### src/rtl/vde_pkg.sv
// Shared types and constants for the int8 vector distance engine.
`timescale 1ns / 1ps
package vde_pkg;

  // Longest vector pair that is summed; later positions flag an overflow
  localparam int MAX_DIM = 16384;
  localparam int POS_W   = $clog2(MAX_DIM + 2);
  localparam logic [POS_W-1:0] POS_LIMIT = POS_W'(MAX_DIM);
  localparam logic [POS_W-1:0] POS_SAT   = POS_W'(MAX_DIM + 1);

  // Decoupling queue between front and back
  localparam int QDEPTH = 4;
  localparam int QPTR_W = $clog2(QDEPTH);
  localparam int QCNT_W = $clog2(QDEPTH + 1);

  // Field widths
  localparam int ELEM_W   = 8;
  localparam int MODE_W   = 3;
  localparam int METRIC_W = 31;
  localparam int SUM_W    = 32;
  localparam int NORM_W   = 29;
  localparam int CMP_W    = 2;
  localparam int STAT_W   = 2;

  // Metric modes
  localparam logic [MODE_W-1:0] MODE_L2     = 3'd0;
  localparam logic [MODE_W-1:0] MODE_DOT    = 3'd1;
  localparam logic [MODE_W-1:0] MODE_NEGDOT = 3'd2;
  localparam logic [MODE_W-1:0] MODE_L1     = 3'd3;
  localparam logic [MODE_W-1:0] MODE_COS    = 3'd4;
  localparam logic [MODE_W-1:0] MODE_CMP    = 3'd5;

  // Status codes
  localparam logic [STAT_W-1:0] ST_OK       = 2'd0;
  localparam logic [STAT_W-1:0] ST_MISMATCH = 2'd1;
  localparam logic [STAT_W-1:0] ST_TOO_MANY = 2'd2;
  localparam logic [STAT_W-1:0] ST_EMPTY    = 2'd3;

  // Compare outcomes
  localparam logic [CMP_W-1:0] CMP_EQUAL   = 2'b00;
  localparam logic [CMP_W-1:0] CMP_GREATER = 2'b01;
  localparam logic [CMP_W-1:0] CMP_LESS    = 2'b11;

  // Item class decided by the front end
  typedef enum logic [2:0] {
    CLS_EMPTY,
    CLS_OVER,
    CLS_BOTH,
    CLS_ONLY_A,
    CLS_ONLY_B
  } vde_cls_t;

  // Queue entry
  typedef struct packed {
    logic signed [ELEM_W-1:0] a;
    logic signed [ELEM_W-1:0] b;
    vde_cls_t                 cls;
    logic [MODE_W-1:0]        mode;
    logic                     last;
  } vde_item_t;

  // Queue status seen by front and back
  typedef struct packed {
    logic full;
    logic valid;
  } vde_qstat_t;

endpackage

### src/rtl/vde_if.sv
// Channel interfaces: element requests, result requests and mode writes.
`timescale 1ns / 1ps
interface vde_elem_if;
  logic              valid;
  logic              ready;
  logic signed [7:0] a_elem;
  logic signed [7:0] b_elem;
  logic              a_present;
  logic              b_present;
  logic              last;

  modport source (output valid, a_elem, b_elem, a_present, b_present, last, input ready);
  modport sink   (input valid, a_elem, b_elem, a_present, b_present, last, output ready);
endinterface

interface vde_result_if;
  logic               valid;
  logic               ready;
  logic signed [30:0] metric_value;
  logic [28:0]        norm_a_sq;
  logic [28:0]        norm_b_sq;
  logic signed [1:0]  compare_result;
  logic [1:0]         status;

  modport source (output valid, metric_value, norm_a_sq, norm_b_sq, compare_result, status,
                  input ready);
  modport sink   (input valid, metric_value, norm_a_sq, norm_b_sq, compare_result, status,
                  output ready);
endinterface

interface vde_cfg_if;
  logic       valid;
  logic       ready;
  logic [2:0] metric_mode;

  modport source (output valid, metric_mode, input ready);
  modport sink   (input valid, metric_mode, output ready);
endinterface

### src/rtl/vde_front.sv
// Front end: takes element requests, counts positions, classifies each item.
`timescale 1ns / 1ps
module vde_front (
  input  logic                clk,
  input  logic                rst,
  vde_elem_if.sink            elems,
  vde_cfg_if.sink             cfg,
  input  vde_pkg::vde_qstat_t qstat,
  output logic                push,
  output vde_pkg::vde_item_t  push_item
);
  import vde_pkg::*;

  logic [MODE_W-1:0] mode;
  logic [POS_W-1:0]  pos_count;
  logic [POS_W-1:0]  pos_count_next;
  vde_cls_t          cls;

  // Accept while the queue has room; mode writes are always taken
  assign elems.ready = !qstat.full;
  assign cfg.ready   = 1'b1;
  assign push        = elems.valid && !qstat.full;

  // Classify the item against the running position count
  always_comb begin
    if (!elems.a_present && !elems.b_present) begin
      cls = CLS_EMPTY;
    end else if (pos_count >= POS_LIMIT) begin
      cls = CLS_OVER;
    end else if (elems.a_present && elems.b_present) begin
      cls = CLS_BOTH;
    end else if (elems.a_present) begin
      cls = CLS_ONLY_A;
    end else begin
      cls = CLS_ONLY_B;
    end
  end

  assign push_item.a    = elems.a_elem;
  assign push_item.b    = elems.b_elem;
  assign push_item.cls  = cls;
  assign push_item.mode = mode;
  assign push_item.last = elems.last;

  // Advance the position count, saturating past the limit, clear on last
  always_comb begin
    pos_count_next = pos_count;
    if (push) begin
      if (elems.last) begin
        pos_count_next = '0;
      end else begin
        case (cls)
          CLS_EMPTY: pos_count_next = pos_count;
          CLS_OVER:  pos_count_next = POS_SAT;
          default:   pos_count_next = pos_count + 1'b1;
        endcase
      end
    end
  end

  always_ff @(posedge clk) begin
    if (rst) begin
      mode      <= MODE_L2;
      pos_count <= '0;
    end else begin
      pos_count <= pos_count_next;
      if (cfg.valid) begin
        mode <= cfg.metric_mode;
      end
    end
  end

endmodule

### src/rtl/vde_queue.sv
// Short FIFO that decouples the front end from the accumulator.
`timescale 1ns / 1ps
module vde_queue (
  input  logic                clk,
  input  logic                rst,
  input  logic                push,
  input  vde_pkg::vde_item_t  push_item,
  input  logic                pop,
  output vde_pkg::vde_item_t  head_item,
  output vde_pkg::vde_qstat_t qstat
);
  import vde_pkg::*;

  vde_item_t         entries [QDEPTH];
  logic [QPTR_W-1:0] wr_ptr;
  logic [QPTR_W-1:0] rd_ptr;
  logic [QCNT_W-1:0] count;

  assign head_item   = entries[rd_ptr];
  assign qstat.full  = (count == QCNT_W'(QDEPTH));
  assign qstat.valid = (count != '0);

  // Store pushed items
  always_ff @(posedge clk) begin
    if (push) begin
      entries[wr_ptr] <= push_item;
    end
  end

  // Track pointers and fill level
  always_ff @(posedge clk) begin
    if (rst) begin
      wr_ptr <= '0;
      rd_ptr <= '0;
      count  <= '0;
    end else begin
      if (push) begin
        wr_ptr <= wr_ptr + 1'b1;
      end
      if (pop) begin
        rd_ptr <= rd_ptr + 1'b1;
      end
      case ({push, pop})
        2'b10:   count <= count + 1'b1;
        2'b01:   count <= count - 1'b1;
        default: count <= count;
      endcase
    end
  end

endmodule

### src/rtl/vde_back.sv
// Back end: multiplies, accumulates sums and compare, and holds the result.
`timescale 1ns / 1ps
module vde_back (
  input  logic                clk,
  input  logic                rst,
  input  vde_pkg::vde_qstat_t qstat,
  input  vde_pkg::vde_item_t  item,
  output logic                pop,
  vde_result_if.source        result
);
  import vde_pkg::*;

  logic [SUM_W-1:0]         metric_sum;
  logic [NORM_W-1:0]        norm_a_sum;
  logic [NORM_W-1:0]        norm_b_sum;
  logic                     compare_decided;
  logic [CMP_W-1:0]         compare_value;
  logic [STAT_W-1:0]        error_code;

  logic [SUM_W-1:0]         metric_sum_next;
  logic [NORM_W-1:0]        norm_a_sum_next;
  logic [NORM_W-1:0]        norm_b_sum_next;
  logic                     compare_decided_next;
  logic [CMP_W-1:0]         compare_value_next;
  logic [STAT_W-1:0]        error_code_next;

  logic signed [15:0]       prod_aa;
  logic signed [15:0]       prod_bb;
  logic signed [15:0]       prod_ab;
  logic signed [8:0]        diff;
  logic signed [8:0]        diff_abs;
  logic signed [17:0]       diff_sq;
  logic signed [17:0]       term;
  logic                     distance_mode;

  logic                     out_valid;
  logic signed [METRIC_W-1:0] out_metric;
  logic [NORM_W-1:0]        out_norm_a;
  logic [NORM_W-1:0]        out_norm_b;
  logic [CMP_W-1:0]         out_cmp;
  logic [STAT_W-1:0]        out_status;

  // Take the head item unless it is a last item and the result slot is blocked
  assign pop = qstat.valid && (!item.last || !out_valid || result.ready);

  // Products and differences of this position
  assign prod_aa  = item.a * item.a;
  assign prod_bb  = item.b * item.b;
  assign prod_ab  = item.a * item.b;
  assign diff     = 9'(item.a) - 9'(item.b);
  assign diff_abs = (diff < 0) ? -diff : diff;
  assign diff_sq  = diff * diff;
  assign distance_mode = (item.mode <= MODE_COS);

  // Select the metric term for the item's mode
  always_comb begin
    case (item.mode)
      MODE_L2:     term = diff_sq;
      MODE_DOT:    term = 18'(prod_ab);
      MODE_NEGDOT: term = -18'(prod_ab);
      MODE_L1:     term = 18'(diff_abs);
      MODE_COS:    term = 18'(prod_ab);
      default:     term = '0;
    endcase
  end

  // Fold the item into the running state
  always_comb begin
    metric_sum_next      = metric_sum;
    norm_a_sum_next      = norm_a_sum;
    norm_b_sum_next      = norm_b_sum;
    compare_decided_next = compare_decided;
    compare_value_next   = compare_value;
    error_code_next      = error_code;
    case (item.cls)
      CLS_EMPTY: begin
        if (error_code == ST_OK) error_code_next = ST_EMPTY;
      end
      CLS_OVER: begin
        if (error_code == ST_OK) error_code_next = ST_TOO_MANY;
      end
      CLS_BOTH: begin
        norm_a_sum_next = norm_a_sum + NORM_W'($unsigned(prod_aa));
        norm_b_sum_next = norm_b_sum + NORM_W'($unsigned(prod_bb));
        metric_sum_next = metric_sum + SUM_W'(term);
        if (!compare_decided && (item.a != item.b)) begin
          compare_decided_next = 1'b1;
          compare_value_next   = (item.a < item.b) ? CMP_LESS : CMP_GREATER;
        end
      end
      CLS_ONLY_A: begin
        norm_a_sum_next = norm_a_sum + NORM_W'($unsigned(prod_aa));
        if (distance_mode && (error_code == ST_OK)) error_code_next = ST_MISMATCH;
        if (!compare_decided) begin
          compare_decided_next = 1'b1;
          compare_value_next   = CMP_GREATER;
        end
      end
      CLS_ONLY_B: begin
        norm_b_sum_next = norm_b_sum + NORM_W'($unsigned(prod_bb));
        if (distance_mode && (error_code == ST_OK)) error_code_next = ST_MISMATCH;
        if (!compare_decided) begin
          compare_decided_next = 1'b1;
          compare_value_next   = CMP_LESS;
        end
      end
      default: begin
        error_code_next = error_code;
      end
    endcase
  end

  // Update the running state; clear it once the result is taken out
  always_ff @(posedge clk) begin
    if (rst) begin
      metric_sum      <= '0;
      norm_a_sum      <= '0;
      norm_b_sum      <= '0;
      compare_decided <= 1'b0;
      compare_value   <= CMP_EQUAL;
      error_code      <= ST_OK;
    end else if (pop) begin
      if (item.last) begin
        metric_sum      <= '0;
        norm_a_sum      <= '0;
        norm_b_sum      <= '0;
        compare_decided <= 1'b0;
        compare_value   <= CMP_EQUAL;
        error_code      <= ST_OK;
      end else begin
        metric_sum      <= metric_sum_next;
        norm_a_sum      <= norm_a_sum_next;
        norm_b_sum      <= norm_b_sum_next;
        compare_decided <= compare_decided_next;
        compare_value   <= compare_value_next;
        error_code      <= error_code_next;
      end
    end
  end

  // Hold the result request until the sink takes it
  always_ff @(posedge clk) begin
    if (rst) begin
      out_valid <= 1'b0;
    end else if (pop && item.last) begin
      out_valid <= 1'b1;
    end else if (result.ready) begin
      out_valid <= 1'b0;
    end
  end

  // Load the result payload
  always_ff @(posedge clk) begin
    if (pop && item.last) begin
      out_metric <= distance_mode ? $signed(metric_sum_next[METRIC_W-1:0]) : '0;
      out_norm_a <= norm_a_sum_next;
      out_norm_b <= norm_b_sum_next;
      out_cmp    <= compare_value_next;
      out_status <= error_code_next;
    end
  end

  assign result.valid          = out_valid;
  assign result.metric_value   = out_metric;
  assign result.norm_a_sq      = out_norm_a;
  assign result.norm_b_sq      = out_norm_b;
  assign result.compare_result = $signed(out_cmp);
  assign result.status         = out_status;

endmodule

### src/rtl/int8_vector_distance_engine_core.sv
// Usage notes:
// The elems channel carries one position of two int8 vectors per request,
// with a presence bit for each vector and a last flag on the final position.
// The cfg channel writes metric_mode (squared L2, dot, negated dot, L1,
// cosine parts, compare only); it is always ready and the mode is sampled
// with each element request, so a change applies from the next request on.
// The result channel gives one request per vector pair: metric, both squared
// norms, the lexicographic compare and a status code.
// Throughput is one element request per cycle while the queue has room.
// With the queue empty, the last element request is written into the queue
// entry when it is accepted, and the accumulator then loads the result
// register from it once the result slot is free, where the sink takes it.
// When the result sink stalls, the accumulator keeps folding non-last items;
// a last item waits in the queue, and elems.ready falls only once the queue
// fills. Reset (rst, synchronous) clears all sums, the queue, the result
// request and sets the mode to squared L2.
`timescale 1ns / 1ps
module int8_vector_distance_engine_core (
  input  logic         clk,
  input  logic         rst,
  vde_cfg_if.sink      cfg,
  vde_elem_if.sink     elems,
  vde_result_if.source result
);
  import vde_pkg::*;

  vde_qstat_t qstat;
  vde_item_t  push_item;
  vde_item_t  head_item;
  logic       push;
  logic       pop;

  // Accept and classify
  vde_front u_front (
    .clk       (clk),
    .rst       (rst),
    .elems     (elems),
    .cfg       (cfg),
    .qstat     (qstat),
    .push      (push),
    .push_item (push_item)
  );

  // Decouple
  vde_queue u_queue (
    .clk       (clk),
    .rst       (rst),
    .push      (push),
    .push_item (push_item),
    .pop       (pop),
    .head_item (head_item),
    .qstat     (qstat)
  );

  // Accumulate and report
  vde_back u_back (
    .clk    (clk),
    .rst    (rst),
    .qstat  (qstat),
    .item   (head_item),
    .pop    (pop),
    .result (result)
  );

`ifndef SYNTHESIS
  // The accumulator never takes from an empty queue
  a_pop_nonempty: assert property (@(posedge clk) disable iff (rst)
    pop |-> qstat.valid)
    else $error("pop from empty queue");

  // The front never pushes into a full queue
  a_push_room: assert property (@(posedge clk) disable iff (rst)
    push |-> !qstat.full)
    else $error("push into full queue");

  // A last item is only folded when the result slot frees up
  a_last_slot: assert property (@(posedge clk) disable iff (rst)
    (pop && head_item.last) |-> (!result.valid || result.ready))
    else $error("result overwritten");

  // Folding a last item raises a result request on the next cycle
  a_last_result: assert property (@(posedge clk) disable iff (rst)
    (pop && head_item.last) |=> result.valid)
    else $error("result request missing");
`endif

endmodule

### src/flat_wrapper.sv
// flat-port wrapper written by rule: the top's interface ports become plain ports
module int8_vector_distance_engine_core_flat import vde_pkg::*;
  (clk, rst, cfg_valid, cfg_metric_mode, cfg_ready, elems_valid, elems_a_elem, elems_b_elem, elems_a_present, elems_b_present, elems_last, elems_ready, result_valid, result_metric_value, result_norm_a_sq, result_norm_b_sq, result_compare_result, result_status, result_ready);
  vde_cfg_if cfg_i ();
  vde_elem_if elems_i ();
  vde_result_if result_i ();
  input  logic clk;
  input  logic rst;
  input wire logic [$bits(cfg_i.valid)-1:0] cfg_valid;
  input wire logic [$bits(cfg_i.metric_mode)-1:0] cfg_metric_mode;
  output wire logic [$bits(cfg_i.ready)-1:0] cfg_ready;
  input wire logic [$bits(elems_i.valid)-1:0] elems_valid;
  input wire logic [$bits(elems_i.a_elem)-1:0] elems_a_elem;
  input wire logic [$bits(elems_i.b_elem)-1:0] elems_b_elem;
  input wire logic [$bits(elems_i.a_present)-1:0] elems_a_present;
  input wire logic [$bits(elems_i.b_present)-1:0] elems_b_present;
  input wire logic [$bits(elems_i.last)-1:0] elems_last;
  output wire logic [$bits(elems_i.ready)-1:0] elems_ready;
  output wire logic [$bits(result_i.valid)-1:0] result_valid;
  output wire logic [$bits(result_i.metric_value)-1:0] result_metric_value;
  output wire logic [$bits(result_i.norm_a_sq)-1:0] result_norm_a_sq;
  output wire logic [$bits(result_i.norm_b_sq)-1:0] result_norm_b_sq;
  output wire logic [$bits(result_i.compare_result)-1:0] result_compare_result;
  output wire logic [$bits(result_i.status)-1:0] result_status;
  input wire logic [$bits(result_i.ready)-1:0] result_ready;
  assign cfg_i.valid = cfg_valid;
  assign cfg_i.metric_mode = cfg_metric_mode;
  assign cfg_ready = cfg_i.ready;
  assign elems_i.valid = elems_valid;
  assign elems_i.a_elem = elems_a_elem;
  assign elems_i.b_elem = elems_b_elem;
  assign elems_i.a_present = elems_a_present;
  assign elems_i.b_present = elems_b_present;
  assign elems_i.last = elems_last;
  assign elems_ready = elems_i.ready;
  assign result_valid = result_i.valid;
  assign result_metric_value = result_i.metric_value;
  assign result_norm_a_sq = result_i.norm_a_sq;
  assign result_norm_b_sq = result_i.norm_b_sq;
  assign result_compare_result = result_i.compare_result;
  assign result_status = result_i.status;
  assign result_i.ready = result_ready;
  int8_vector_distance_engine_core u_core (.clk(clk), .rst(rst), .cfg(cfg_i), .elems(elems_i), .result(result_i));
endmodule
### config.mk
export PLATFORM = sky130hd
export DESIGN_NAME = int8_vector_distance_engine_core_flat
export DESIGN_NICKNAME = d
export VERILOG_FILES = /design/src/rtl/vde_pkg.sv /design/src/rtl/vde_if.sv /design/src/rtl/vde_front.sv /design/src/rtl/vde_queue.sv /design/src/rtl/vde_back.sv /design/src/rtl/int8_vector_distance_engine_core.sv /design/src/flat_wrapper.sv
export SDC_FILE = /design/constraint.sdc
export NUM_CORES = 1
export LEC_CHECK = 0
export BUFFER_PORTS_ARGS = -buffer_cell sky130_fd_sc_hd__buf_2
export CORE_MARGIN = 3
export CORE_UTILIZATION = 60
export DETAILED_ROUTE_END_ITERATION = 6
export GPL_ROUTABILITY_DRIVEN = 0
export PLACE_DENSITY = 0.86
export SETUP_SLACK_MARGIN = 0.2
export SLEW_MARGIN = 10
export SYNTH_ARGS = -nofsm -noshare
export SYNTH_HDL_FRONTEND = slang
export SYNTH_HIERARCHICAL = 1
export SYNTH_SLANG_ARGS = --single-unit
### constraint.sdc
create_clock -name clk -period 17.35 [get_ports clk]
set_input_delay 3.47 -clock clk [delete_from_list [all_inputs] [get_ports clk]]
set_output_delay 3.47 -clock clk [all_outputs]
set_load 0.01 [all_outputs]
# Word-level counts from Yosys, hierarchy flattened
# Memory sizes are Yosys's and may differ from the RTL's. A register that Yosys moved wholly into a read port is not among the register bits.
# Cells that the tools add are included.
# Widths: inputs -> output; s select.
# word_totals
reg_bits	214
ram_bits	92
input_bits	27
mem_count	1
# mem_list
name	words	word_bits	read_ports	rd_clocked_by_memory_dff	wr	line	source
u_core.u_queue.entries	4	23	1	1	1	vde_queue.sv:14	vde_item_t entries [QDEPTH];
# op_classes
add_sub_neg	11
mul	4
order_cmp	4
n_eq_ne	15
mux	35
reduce_logical	31
# ops
operator	count
$mux 29	4
$pmux 18 s4	1
$mux 32	2
$add 29x16->29	2
$mul 8x8->16	3
$add 32x32->32	1
$pmux 15 s2	1
$mux 2	11
$mul 9x9->18	1
$neg 16->18	1
$add 15x1->15 const B	1
$ge 15x15->1 const B	1
$mux 15	1
$eq 3x2->1 const B	4
$mux 3	4
$pmux 2 s3	2
$eq 3x1->1 const B	3
$eq 3x3->1 const B	3
$logic_not 3->1	3
$lt 9x1->1 const B	1
$mux 9	1
$neg 9->9	1
$sub 8x8->9	1
$lt 8x8->1	1
21 further kinds	46

# Longest topological paths before layout
# logic_depth
ltp_word	7
ltp_mapped	46

# By module
# The synthesis kept the hierarchy.
# by_module_without_submodules
module	n_inst	cells_per_inst	area_per_inst_um2
vde_back	1	2319	20589.7
vde_queue	1	167	3788.6
vde_front	1	125	1054.8

# Least setup slack after synthesis
# Ideal clock, no wire load.
# synth_timing
kind	reg-to-reg
start	register (tool-made name)
end	register u_core.u_back.out_metric[28], in the netlist u_core/u_back/result.metric_value[28], data pin
setup_ns	0.270
arrival_time_ns	9.954
t_required_ns	17.080
slack_ns	7.126
path_stages_with_launch	43
synth_period_minus_slack_ns	10.224
cell_sequence	dfxtp_1 -> buf_6 -> mux4_1 -> inv_1 -> clkbuf_1 -> ha_1 -> inv_1 -> fa_1 -> a21o_1 -> a21oi_1 -> o21a_1 -> nand3b_1 -> o211ai_1 -> clkinv_1 -> nor2_1 -> inv_1 -> fa_1 -> fa_1 -> [7 not listed] -> o21ai_0 -> a21oi_1 -> o211ai_1 -> a31oi_1 -> o21a_1 -> o21ai_0 -> o2111ai_4 -> ha_1 -> a21o_1 -> o21a_1 -> a311o_1 -> and2_1 -> a221o_1 -> o41ai_1 -> o21ai_0 -> xor2_1 -> nand2_1 -> a21oi_1
# synth_rtl
element	line	source
end signal, assigned	vde_back.sv:155	out_metric <= distance_mode ? $signed(metric_sum_next[METRIC_W-1:0]) : '0;
end, declared	vde_back.sv:37	logic signed [METRIC_W-1:0] out_metric;

==> out/metrics.cfg <==
[outcome]
status=complete, no violations

[floorplanning]
die_area_um2=44900
start_util_pct=61.5
core_area_um2=41400
row_count=74
die_x_um=212
die_height_um=212
io_pins=123

[timing]
tightest_slew_ns=1.22
finalSetupViolCount=0
rsz0062_at_grt=false
fmax_ghz=0.0837
drv_slew=0
finalHoldViolations=0
setup_tns_ns=0
slew_headroom_pct=18.3
skew_ns=0.0271
min_period_over_period_pct=68.9
setup_ws_ns=5.40
period_minus_slack_ns=11.95

[yosys]
synthFlopType=edfxtp_1
synth.avg_cell_area_um2=9.74
synth_edf_count=185
syn_nets=3058
synth_top_area_cell=edfxtp_1
synth_cells=2611
synth_warnings=6
netlist.area_leader.share_pct=21.8
yosysUniqueCellTypes=86
ys_ff_latch=307
syn_area_um2=25400
async_reset_ff_share_pct=0
ys_seq_area_share_pct=31.4
yosys-top-cells-area=edfxtp_1 (22%), fa_1 (16%), ha_1 (11%), dfxtp_1 (9.6%), inv_1 (4.7%)

[grt]
grt.overflow.total=0
grt_max_degree=97
antenna_found_initial=0
track_usage_pct=27.3
grt_pass1_vias=20300
grt_pass1_wl_mm=99.9

[hold_path]
hp-class=flip-flop to flip-flop
hold_depth=1

[final_layout]
fin_nets=3127
drive_above_1_share_pct=9.43
final_common_cell=inv_1
diodes=0
layout_common_cells=inv_1 (320), nor2_1 (233), nand2_1 (223)
syn_to_final_growth_pct=7.45

[routing]
final_antenna_net_count=0
viasPerCell=6.15
drc=0
first_pass_iters=6
wl_mm=61.6
post_drt_wl_per_cell_um=19.0
vias=19900
drtIter0Drc=1880

[critical_path]
cp_slowest_stage_delay_ns=0.66
cp.arrival_ns=12.27
cp_max_fo=23
rr_worst_depth=40
cpMaxStageDelayCell=mux4_2
crit_path_start_kind=flip-flop
cp-end-kind=flip-flop
required_ns=17.67
path_class=flip-flop to flip-flop

[placement]
portBuffers=121
dp_worst_setup_slack_ns=5.57
post-dp-hpwl_mm=46.6

[clock_network]
cts_hold_buf=0
cts.htree.levels=1
cts.sinks=307
cts_resized=0
clockRootBuffer=clkbuf_16
clk_pin_slew_ns=0.07
cts_tree=done
cts_max_path_buffers=3
clock_latency_ns=0.58
post-cts-setup-buffers=0
cts_buffers=30

[run]
maxCapViolCount=0

-- cell families after synthesis --
kind of cell,count (synthesis),synth area share [%]
compound gates,501,12.6
xor+xnor,172,5.92
fa+ha+maj,420,26.7
buf+inv,432,6.82
flops,307,31.4
mux,43,2.92
other cells,1,0.0147
simple gates,735,13.5
-- flip-flops by register name (all words and copies together) (netlist names), 3 cells and up, named ones only --
| name | count |
|---|---|
| u_core/u_back/metric_sum | 31 |
| u_core/u_back/norm_a_sum | 29 |
| u_core/u_back/norm_b_sum | 29 |
| u_core/u_back/result.metric_value | 31 |
| u_core/u_back/result.norm_a_sq | 29 |
| u_core/u_back/result.norm_b_sq | 29 |
| u_core/u_front/mode | 3 |
| u_core/u_front/pos_count | 15 |
| u_core/u_queue/count | 3 |
| u_core/u_queue/entries | 92 |
-- metal layers --
layer | track usage (%) | share of wire (%) | wire, um
met5 | 0 | 0 | 0
met4 | 9.79 | 4.0 | 2450
met3 | 3.93 | 7.8 | 4830
met2 | 48.2 | 49 | 30500
met1 | 34.5 | 39 | 23800
-- critical path: cells and delay by family, from the launching register on --
kind                       cells  cell delay [ns]
AOI/OAI and AO/OA             17             4.14
adders and majority gates      8             3.71
buffers and inverters          7             1.38
and+or+nand+nor                6             1.32
muxes                          1             0.66
DFF                            1             0.30
xor gates and xnor gates       1             0.17
-- layout make-up --
type	count	area [um2]
Timing Repair Buffer	137	726
Tap cell	532	666
Multi-Input combinational cell	1872	15700
Sequential cell	307	8000
Clock buffer	32	758
Fill cell	2985	14100
Inverter	332	1250
Clock inverter	24	224
-- through the flow --
step                utilization [%]  area (um2)  hold slack, ns  instances
detailed placement             63.7       26300           0.474       3180
CTS                            66.0       27300           0.484       3236
finish                         66.0       27300           0.488       3236
global placement               63.7       26300           0.451       3180
floorplan                         -       25400           0.439       2611
global route                   66.0       27300           0.518       3236
-- cells in the mapped netlist, types with 12 or more instances --
cell / number
a211oi_1: 17
a21o_1: 39
a21oi_1: 143
a22oi_1: 43
a31oi_1: 28
and2_1: 50
and3_1: 22
buf_4: 18
clkbuf_1: 71
dfxtp_1: 122
edfxtp_1: 185
fa_1: 206
ha_1: 214
inv_1: 321
mux4_2: 20
nand2_1: 223
nand2b_1: 29
nand3_1: 28
nand4_1: 19
nor2_1: 234
nor2b_1: 13
nor3_1: 49
o21a_1: 12
o21ai_0: 119
o21bai_1: 17
or3_1: 24
xnor2_1: 125
xor2_1: 47
-- final timing paths --
kind	from	to	slack (ns)
setup / recovery	flip-flop	u_core/u_back/result.metric_value[28]	5.40
hold / removal	u_core/u_back/norm_a_sum[25]	u_core/u_back/norm_a_sum[25]	0.49
setup reg to reg	flip-flop	u_core/u_back/result.metric_value[28]	5.40
hold reg to reg	u_core/u_back/norm_a_sum[25]	u_core/u_back/norm_a_sum[25]	0.49
Power is left out: the tool's default activity adds up to more than one toggle a clock period on the data nets, which glitch-free logic cannot reach.
